$ cat src/sv/htb_pkg.sv
// ---------------------------------------------------------------------------
// htb_pkg
// Shared types, codes and character helpers for the hex text parser.
// ---------------------------------------------------------------------------
package htb_pkg;

	// Input operation carried in s_axis_tuser
	localparam logic OP_CHAR = 1'b0;
	localparam logic OP_END  = 1'b1;

	// Result kind carried in m_axis_tuser
	localparam logic KIND_DATA = 1'b0;
	localparam logic KIND_END  = 1'b1;

	// End status codes
	localparam logic [1:0] STAT_OK   = 2'd0;
	localparam logic [1:0] STAT_BAD  = 2'd1;
	localparam logic [1:0] STAT_NONE = 2'd2;

	// Characters with a meaning of their own
	localparam logic [7:0] CH_NL    = 8'h0A;
	localparam logic [7:0] CH_HASH  = 8'h23;
	localparam logic [7:0] CH_SLASH = 8'h2F;
	localparam logic [7:0] CH_ZERO  = 8'h30;
	localparam logic [7:0] CH_X_LO  = 8'h78;
	localparam logic [7:0] CH_X_UP  = 8'h58;
	localparam logic [7:0] CH_SPACE = 8'h20;
	localparam logic [7:0] CH_TAB   = 8'h09;
	localparam logic [7:0] CH_CR    = 8'h0D;

	localparam int TDATA_OUT_W = 16;
	localparam int TDATA_PAD_W = TDATA_OUT_W - 10;

	// Position within the current token
	typedef enum logic [4:0] {
		PH_BETWEEN = 5'b00001,
		PH_ZERO    = 5'b00010,
		PH_LEAD    = 5'b00100,
		PH_DIGITS  = 5'b01000,
		PH_TRAIL   = 5'b10000
	} phase_t;

	typedef struct packed {
		logic       kind;
		logic [7:0] data_byte;
		logic [1:0] status;
	} result_t;

	// {valid, value} of a hex digit character
	function automatic logic [4:0] hex_digit(input logic [7:0] c);
		logic [4:0] r;
		r = 5'd0;
		if (c >= 8'h30 && c <= 8'h39)
			r = {1'b1, c[3:0]};
		else if ((c >= 8'h61 && c <= 8'h66) || (c >= 8'h41 && c <= 8'h46))
			r = {1'b1, 4'(c[3:0] + 4'd9)};
		return r;
	endfunction

	function automatic logic is_space(input logic [7:0] c);
		return (c == CH_SPACE) || (c >= CH_TAB && c <= CH_CR);
	endfunction

endpackage

$ cat src/sv/htb_core.sv
// ---------------------------------------------------------------------------
// htb_core
// Tokenizer state and per-character update; yields at most one result.
// ---------------------------------------------------------------------------
module htb_core (
	input  logic              clk,
	input  logic              arst_n,
	input  logic              step,
	input  logic              op,
	input  logic [7:0]        ch,
	output logic              res_valid,
	output htb_pkg::result_t  res
);

	htb_pkg::phase_t phase_q, phase_n;
	logic [3:0] hi_q, hi_n;
	logic       odd_q, odd_n;
	logic       comment_q, comment_n;
	logic       slash_q, slash_n;
	logic       any_q, any_n;
	logic       err_q, err_n;

	always_comb begin
		logic [4:0] hd;
		logic       close_bad;
		hd        = htb_pkg::hex_digit(ch);
		close_bad = (phase_q == htb_pkg::PH_ZERO) || odd_q;
		phase_n   = phase_q;
		hi_n      = hi_q;
		odd_n     = odd_q;
		comment_n = comment_q;
		slash_n   = slash_q;
		any_n     = any_q;
		err_n     = err_q;
		res_valid = 1'b0;
		res       = '0;
		if (step) begin
			if (op == htb_pkg::OP_END) begin
				res_valid = 1'b1;
				res.kind  = htb_pkg::KIND_END;
				if (err_q || close_bad)
					res.status = htb_pkg::STAT_BAD;
				else if (any_q)
					res.status = htb_pkg::STAT_OK;
				else
					res.status = htb_pkg::STAT_NONE;
				phase_n   = htb_pkg::PH_BETWEEN;
				hi_n      = 4'd0;
				odd_n     = 1'b0;
				comment_n = 1'b0;
				slash_n   = 1'b0;
				any_n     = 1'b0;
				err_n     = 1'b0;
			end else if (!err_q) begin
				if (ch == htb_pkg::CH_NL || (!comment_q && (ch == htb_pkg::CH_HASH ||
						(ch == htb_pkg::CH_SLASH && slash_q)))) begin
					// token ends; newline leaves a comment, the others open one
					err_n     = close_bad;
					phase_n   = htb_pkg::PH_BETWEEN;
					hi_n      = 4'd0;
					odd_n     = 1'b0;
					comment_n = (ch != htb_pkg::CH_NL);
					slash_n   = 1'b0;
				end else if (!comment_q) begin
					slash_n = (ch == htb_pkg::CH_SLASH);
					if (htb_pkg::is_space(ch)) begin
						err_n   = close_bad;
						phase_n = htb_pkg::PH_BETWEEN;
						hi_n    = 4'd0;
						odd_n   = 1'b0;
					end else if (phase_q == htb_pkg::PH_BETWEEN && ch == htb_pkg::CH_ZERO) begin
						phase_n = htb_pkg::PH_ZERO;
					end else if (phase_q == htb_pkg::PH_ZERO &&
							(ch == htb_pkg::CH_X_LO || ch == htb_pkg::CH_X_UP)) begin
						phase_n = htb_pkg::PH_LEAD;
					end else begin
						// a leading zero with no x is the first digit after all
						if (phase_q == htb_pkg::PH_ZERO) begin
							phase_n = htb_pkg::PH_DIGITS;
							hi_n    = 4'd0;
							odd_n   = 1'b1;
						end
						if (hd[4]) begin
							if (phase_n == htb_pkg::PH_TRAIL) begin
								err_n = 1'b1;
							end else begin
								phase_n = htb_pkg::PH_DIGITS;
								if (odd_n) begin
									res_valid     = 1'b1;
									res.kind      = htb_pkg::KIND_DATA;
									res.data_byte = {hi_n, hd[3:0]};
									hi_n          = 4'd0;
									odd_n         = 1'b0;
									any_n         = 1'b1;
								end else begin
									hi_n  = hd[3:0];
									odd_n = 1'b1;
								end
							end
						end else if (phase_n == htb_pkg::PH_DIGITS) begin
							phase_n = htb_pkg::PH_TRAIL;
						end else if (phase_n == htb_pkg::PH_BETWEEN) begin
							phase_n = htb_pkg::PH_LEAD;
						end
					end
				end
			end
		end
	end

	always_ff @(posedge clk or negedge arst_n) begin
		if (!arst_n) begin
			phase_q   <= htb_pkg::PH_BETWEEN;
			hi_q      <= 4'd0;
			odd_q     <= 1'b0;
			comment_q <= 1'b0;
			slash_q   <= 1'b0;
			any_q     <= 1'b0;
			err_q     <= 1'b0;
		end else begin
			phase_q   <= phase_n;
			hi_q      <= hi_n;
			odd_q     <= odd_n;
			comment_q <= comment_n;
			slash_q   <= slash_n;
			any_q     <= any_n;
			err_q     <= err_n;
		end
	end

endmodule

$ cat src/sv/hex_text_to_bytes_parser.sv
// ---------------------------------------------------------------------------
// hex_text_to_bytes_parser
// Streams text characters in and the hex bytes written in them out.
// ---------------------------------------------------------------------------
// Input channel s_axis: one transaction per character (tuser = 0, tdata = code)
// or an end-of-text marker (tuser = 1). Output channel m_axis: one transaction
// per parsed byte (tuser = 0, tdata[7:0] = byte) and one per end marker
// (tuser = 1, tdata[9:8] = status: ok, bad token, no bytes).
// An accepted character is held in an input register; the tokenizer then
// updates its state and writes any result into a two-entry output queue,
// whose head drives m_axis. The input register and the output queue lie
// between acceptance and m_axis, and a full queue can hold a character in
// the input register. Throughput is one character per cycle while the queue
// is not full. s_axis_tready depends only on registers: it drops only when the
// output queue holds two results and the input register is occupied.
// When the receiver stalls, results wait in the queue and the input keeps
// flowing until the queue is full. Reset empties the queue and input register
// and returns the tokenizer to the start of a text. After a bad token no more
// bytes come out until the end marker, whose status tells the receiver to
// drop what it got.
// ---------------------------------------------------------------------------
module hex_text_to_bytes_parser (
	input  logic        clk,
	input  logic        arst_n,
	input  logic        s_axis_tvalid,
	output logic        s_axis_tready,
	input  logic [7:0]  s_axis_tdata,   // [7:0] ch
	input  logic [0:0]  s_axis_tuser,   // [0] op
	output logic        m_axis_tvalid,
	input  logic        m_axis_tready,
	output logic [15:0] m_axis_tdata,   // [7:0] data_byte, [9:8] status, rest zero
	output logic [0:0]  m_axis_tuser    // [0] kind
);

	logic       s1_valid_q;
	logic       op_s1;
	logic [7:0] ch_s1;
	logic [1:0] cnt_q;
	logic       adv, push, pop, s_acc;
	logic       res_valid;
	htb_pkg::result_t res;
	htb_pkg::result_t out0_q, out1_q;

	assign adv           = s1_valid_q && (cnt_q != 2'd2);
	assign s_axis_tready = !s1_valid_q || (cnt_q != 2'd2);
	assign s_acc         = s_axis_tvalid && s_axis_tready;
	assign push          = adv && res_valid;
	assign pop           = m_axis_tvalid && m_axis_tready;

	htb_core u_core (
		.clk       (clk),
		.arst_n    (arst_n),
		.step      (adv),
		.op        (op_s1),
		.ch        (ch_s1),
		.res_valid (res_valid),
		.res       (res)
	);

	always_ff @(posedge clk or negedge arst_n) begin
		if (!arst_n) begin
			s1_valid_q <= 1'b0;
		end else if (s_acc) begin
			s1_valid_q <= 1'b1;
		end else if (adv) begin
			s1_valid_q <= 1'b0;
		end
	end

	always_ff @(posedge clk) begin
		if (s_acc) begin
			op_s1 <= s_axis_tuser[0];
			ch_s1 <= s_axis_tdata;
		end
	end

	always_ff @(posedge clk or negedge arst_n) begin
		if (!arst_n) begin
			cnt_q <= 2'd0;
		end else if (push && !pop) begin
			cnt_q <= 2'(cnt_q + 2'd1);
		end else if (pop && !push) begin
			cnt_q <= 2'(cnt_q - 2'd1);
		end
	end

	// head drives the port, second entry is the skid slot
	always_ff @(posedge clk) begin
		if (pop) begin
			if (cnt_q == 2'd2) begin
				out0_q <= out1_q;
				if (push)
					out1_q <= res;
			end else if (push) begin
				out0_q <= res;
			end
		end else if (push) begin
			if (cnt_q == 2'd0)
				out0_q <= res;
			else
				out1_q <= res;
		end
	end

	assign m_axis_tvalid = (cnt_q != 2'd0);
	assign m_axis_tuser  = out0_q.kind;
	assign m_axis_tdata  = {{htb_pkg::TDATA_PAD_W{1'b0}}, out0_q.status, out0_q.data_byte};

endmodule

$ cat config.mk
export PLATFORM = sky130hd
export DESIGN_NAME = hex_text_to_bytes_parser
export DESIGN_NICKNAME = d
export VERILOG_FILES = /design/src/sv/htb_pkg.sv /design/src/sv/htb_core.sv /design/src/sv/hex_text_to_bytes_parser.sv
export SDC_FILE = /design/constraint.sdc
export NUM_CORES = 1
export LEC_CHECK = 0
export BUFFER_PORTS_ARGS = -buffer_cell sky130_fd_sc_hd__buf_2
export CORE_MARGIN = 2
export CORE_UTILIZATION = 50
export CTS_BUF_LIST = sky130_fd_sc_hd__clkbuf_4 sky130_fd_sc_hd__clkbuf_8
export DETAILED_ROUTE_END_ITERATION = 8
export PLACE_DENSITY = 0.77
export SYNTH_ARGS = -nofsm -noshare
export SYNTH_HDL_FRONTEND = slang
export SYNTH_SLANG_ARGS = --single-unit
$ cat constraint.sdc
create_clock -name clk -period 10.8 [get_ports clk]
set_clock_uncertainty 0.15 [all_clocks]
set_input_delay 0.54 -clock clk [delete_from_list [all_inputs] [get_ports clk]]
set_output_delay 0.54 -clock clk [all_outputs]
set_load 0.05 [all_outputs]
==> summary.md <==
| Metric | Value |
|---|---|
| Run status | `complete, but fails checks` |
| Violations in the final reports | `negative hold slack` |
| Layout Nets | `279` |
| Post-Synth Adder-Cell Area | `0.0388` |
| Fillers | `452` |
| Min cycle time layout | `3.53 ns` |
| Critical path buffers and inverters | `1` |
| Class of the worst hold path | `in2async` |
| Number of flops mapped to enable cells by yosys | `31` |
| Overall overflow remaining after global route | `0` |
| Hold buffer count at cts | `0` |
| Routed metal-1 wirelength | `2200 microns` |
| Post-CTS setup buffers | `0` |
| Clk Tree Root Cell | `clkbuf_8` |
| Total die area | `0.00575 sq mm` |
| Number of iterations in the first detailed-routing pass | `4` |
| Cell variety after synth | `59` |
| Worst-path clk slew | `0.09 ns` |
| Worst setup SP type | `register` |
| Number of hold violations in the final report | `10` |
| FF/Latch Area | `0.00136 sq mm` |
| All-Layer GR Usage | `0.194` |
| Synth Cell Area | `0.00258 sq mm` |
| CP endpoint kind | `register` |
| Total power divided by cell area | `218 mW/mm^2` |
| Setup repair after global routing missed its margin | `false` |
| Final-layout setup total negative slack | `0 ns` |
| Synth Area in Compound Gates | `0.179` |
| Area growth from synthesis to final layout | `9.94%` |
| Initial Util | `0.512` |
| Final core area utilization | `0.563` |
| CP max stage cell | `a21oi_1` |
| Number of buffers created by CTS | `5` |
| Dominant combinational cell family by area after synthesis | `simple AND/OR/NAND/NOR gates` |
| Clock latency at the later pin of the worst-skew pair | `0.30 ns` |
| Max_cap viols | `0` |
| Top Family by Delay on Critical Path | `compound AO/OA/AOI/OAI gates` |
| Highest routed layer | `met4` |
| Layout cells sized above 1 | `0.185` |
| Final Wtd Congestion | `0.945` |
| Post-Synth Simple-Gate Area | `0.186` |
| Number of input and output port buffers inserted | `25` |
| Flip-flop and latch count after synthesis | `48` |
| Row cnt | `26` |
| Initial antenna violation count | `0` |
| Crit share post-route | `0.326` |
| Most common library cells after synthesis | `edfxtp_1 (31), nand2_1 (24), dfrtp_1 (16)` |
| Residual DRC count | `0` |
| HPWL after detailed placement | `3630 microns` |
| Chip Width | `75.9 microns` |
| Post-Syn Area per Cell | `11.2 sq um` |
| Largest cells by area after synthesis | `edfxtp_1 (36%), dfrtp_1 (16%), ha_1 (3.9%), nand2_1 (3.5%), a21oi_1 (2.3%)` |
| Vias in the first global route | `1770` |
| Fraction of synthesized cell area taken by the top area cell type | `0.361` |
| Num ports | `32` |
| Total detailed-routing wirelength | `4820 microns` |
| Via-to-Cell Ratio | `5.68` |
| Chip Height | `75.9 microns` |
| Synthesized instance count | `230` |
| Largest fanout of any net on the critical path | `11` |
| Residual antenna-violating net count after detailed routing | `0` |
| Clock Sink Count | `48` |
| Logic depth of the worst register-to-register path | `7` |
| Kind of critical path | `reg2reg` |
| Async set-or-reset flop fraction in the synthesized netlist | `0.354` |
| Worst EP required | `10.58 ns` |
| Footprint of the multi-input gates | `0.00113 sq mm` |
| Worst path arrival time | `3.30 ns` |
| Register area share after synthesis | `0.526` |
| Most common cell in the netlist | `edfxtp_1` |
| Area of the core | `0.00504 sq mm` |
| Share of synthesized area spent on multiplexers | `0.00388` |
| Worst relative slew slack | `0.374` |
| Amount of wire on met3 after detailed routing | `258 microns` |
| Routed length on met2 | `2280 microns` |
| First-pass GRT wire length | `8330 microns` |
| Clock tree from TritonCTS | `done` |
| Final setup violating endpoints | `0` |
| Number of synthesis warnings | `0` |
| List of cells traversed by the critical path | `or4b_4, a311oi_4, nor2_2, o31ai_2, inv_1, ha_1, a21oi_1` |
| Number of H-tree levels | `2` |
| Hold Slack | `-0.00365 ns` |
| Critical path depth | `7` |
| VDD IR max | `0.103 mV` |
| Yosys top cell by area | `edfxtp_1` |
| Max-slew violation count | `0` |
| Number of instances resized during post-cts repair | `0` |
| XOR/XNOR Fraction of Synth Area | `0.0238` |
| Highest attainable clock frequency | `0.284 GHz` |
| Static leakage | `1.14 nW` |
| Worst slew pin tran | `0.939 ns` |
| Detail-routed net length per standard cell | `14.6 microns` |
| Diodes inserted | `0` |
| Max stage delay on crit path | `0.73 ns` |
| Detailed router's first-iteration violation count | `152` |
| Largest buffer count on any clock path | `2` |
| Routed via count | `1870` |
| Dominant register cell in the synthesized netlist | `edfxtp_1` |
| Maximum number of pins on one net before global-route repair | `18` |
==> worst reg2reg max path, cell delays in order (launching register included) <==
cell and delay [ns]:
edfxtp_1 0.55, or4b_4 0.56, a311oi_4 0.34, nor2_2 0.17, o31ai_2 0.38, inv_1 0.09
ha_1 0.20, a21oi_1 0.73
==> stage by stage <==
step	instance area, sq um	setup slack (ns)	total power, mW	std cells
detailed placement	2750	7.26	0.516	321
global route	2840	7.01	0.660	329
finish	2840	7.27	0.618	329
global placement	2750	7.34	0.512	321
floorplan	2600	7.34	0.465	235
CTS	2840	7.26	0.621	329
==> cell usage in the layout, fill, tap and decap left out, types with 4 or more instances in the layout <==
cell       count
a21o_1         4
a21oi_1       12
a32o_1         4
and2_1         5
and3_1         5
buf_2         25
clkbuf_8       5
conb_1         6
dfrtp_1       16
edfxtp_1      31
ha_1           8
inv_1         10
nand2_1       24
nand3_1        4
nor2_1        14
nor2b_1        5
nor3_1         6
o21ai_0        9
o2bb2ai_1      4
xnor2_1        6
==> logic make-up (layout without fill, tap and decap cells) <==
family          Yosys count  count (layout)
simple gates             87              87
compound gates           58              58
flops                    48              48
buf+inv                  20              44
fa+ha+maj                 8               8
xor+xnor                  7               7
other cells               1               6
mux                       1               1
==> area by class of cell <==
| type | count | share of cell area |
|---|---|---|
| clock inverters | 3 | 0.00661 |
| multi-input cells | 167 | 0.400 |
| inverters | 10 | 0.0132 |
| clock buffers | 5 | 0.0243 |
| well taps | 70 | 0.0309 |
| repair buffers | 26 | 0.0467 |
| flip-flops and latches | 48 | 0.478 |
==> final timing paths <==
path	from	end	slack, ns
min in group clk	s_axis_tuser	op_s1	0.25
worst min-delay path	arst_n	u_core.comment_q	-0.004
worst min register to register	u_core.any_q	u_core.any_q	0.35
worst max register to register	ch_s1[3]	m_axis_tdata[4]	7.27
max in group asynchronous	arst_n	u_core.phase_q[0]	10.19
worst max-delay path	ch_s1[3]	m_axis_tdata[4]	7.27
==> layer usage <==
layer | up-vias | track usage
li1 | 907 | -
met1 | 892 | 0.257
met2 | 61 | 0.307
met3 | 10 | 0.0516
met4 | 0 | 0.0702
met5 | - | 0
==> sequential cells by signal, indices dropped and copies added (netlist names), 2 cells and up <==
signal	flops
ch_s1	8
out1_q	11
cnt_q	2
u_core.hi_q	4
u_core.phase_q	5
m_axis_tdata	10
==> where the power goes <==
part | internal, mW | switching (mW)
registers | 0.246 | 0.0318
clock network | 0.0447 | 0.0609
logic | 0.0752 | 0.160
total | 0.366 | 0.252
(Power assumes the default switching activity.)
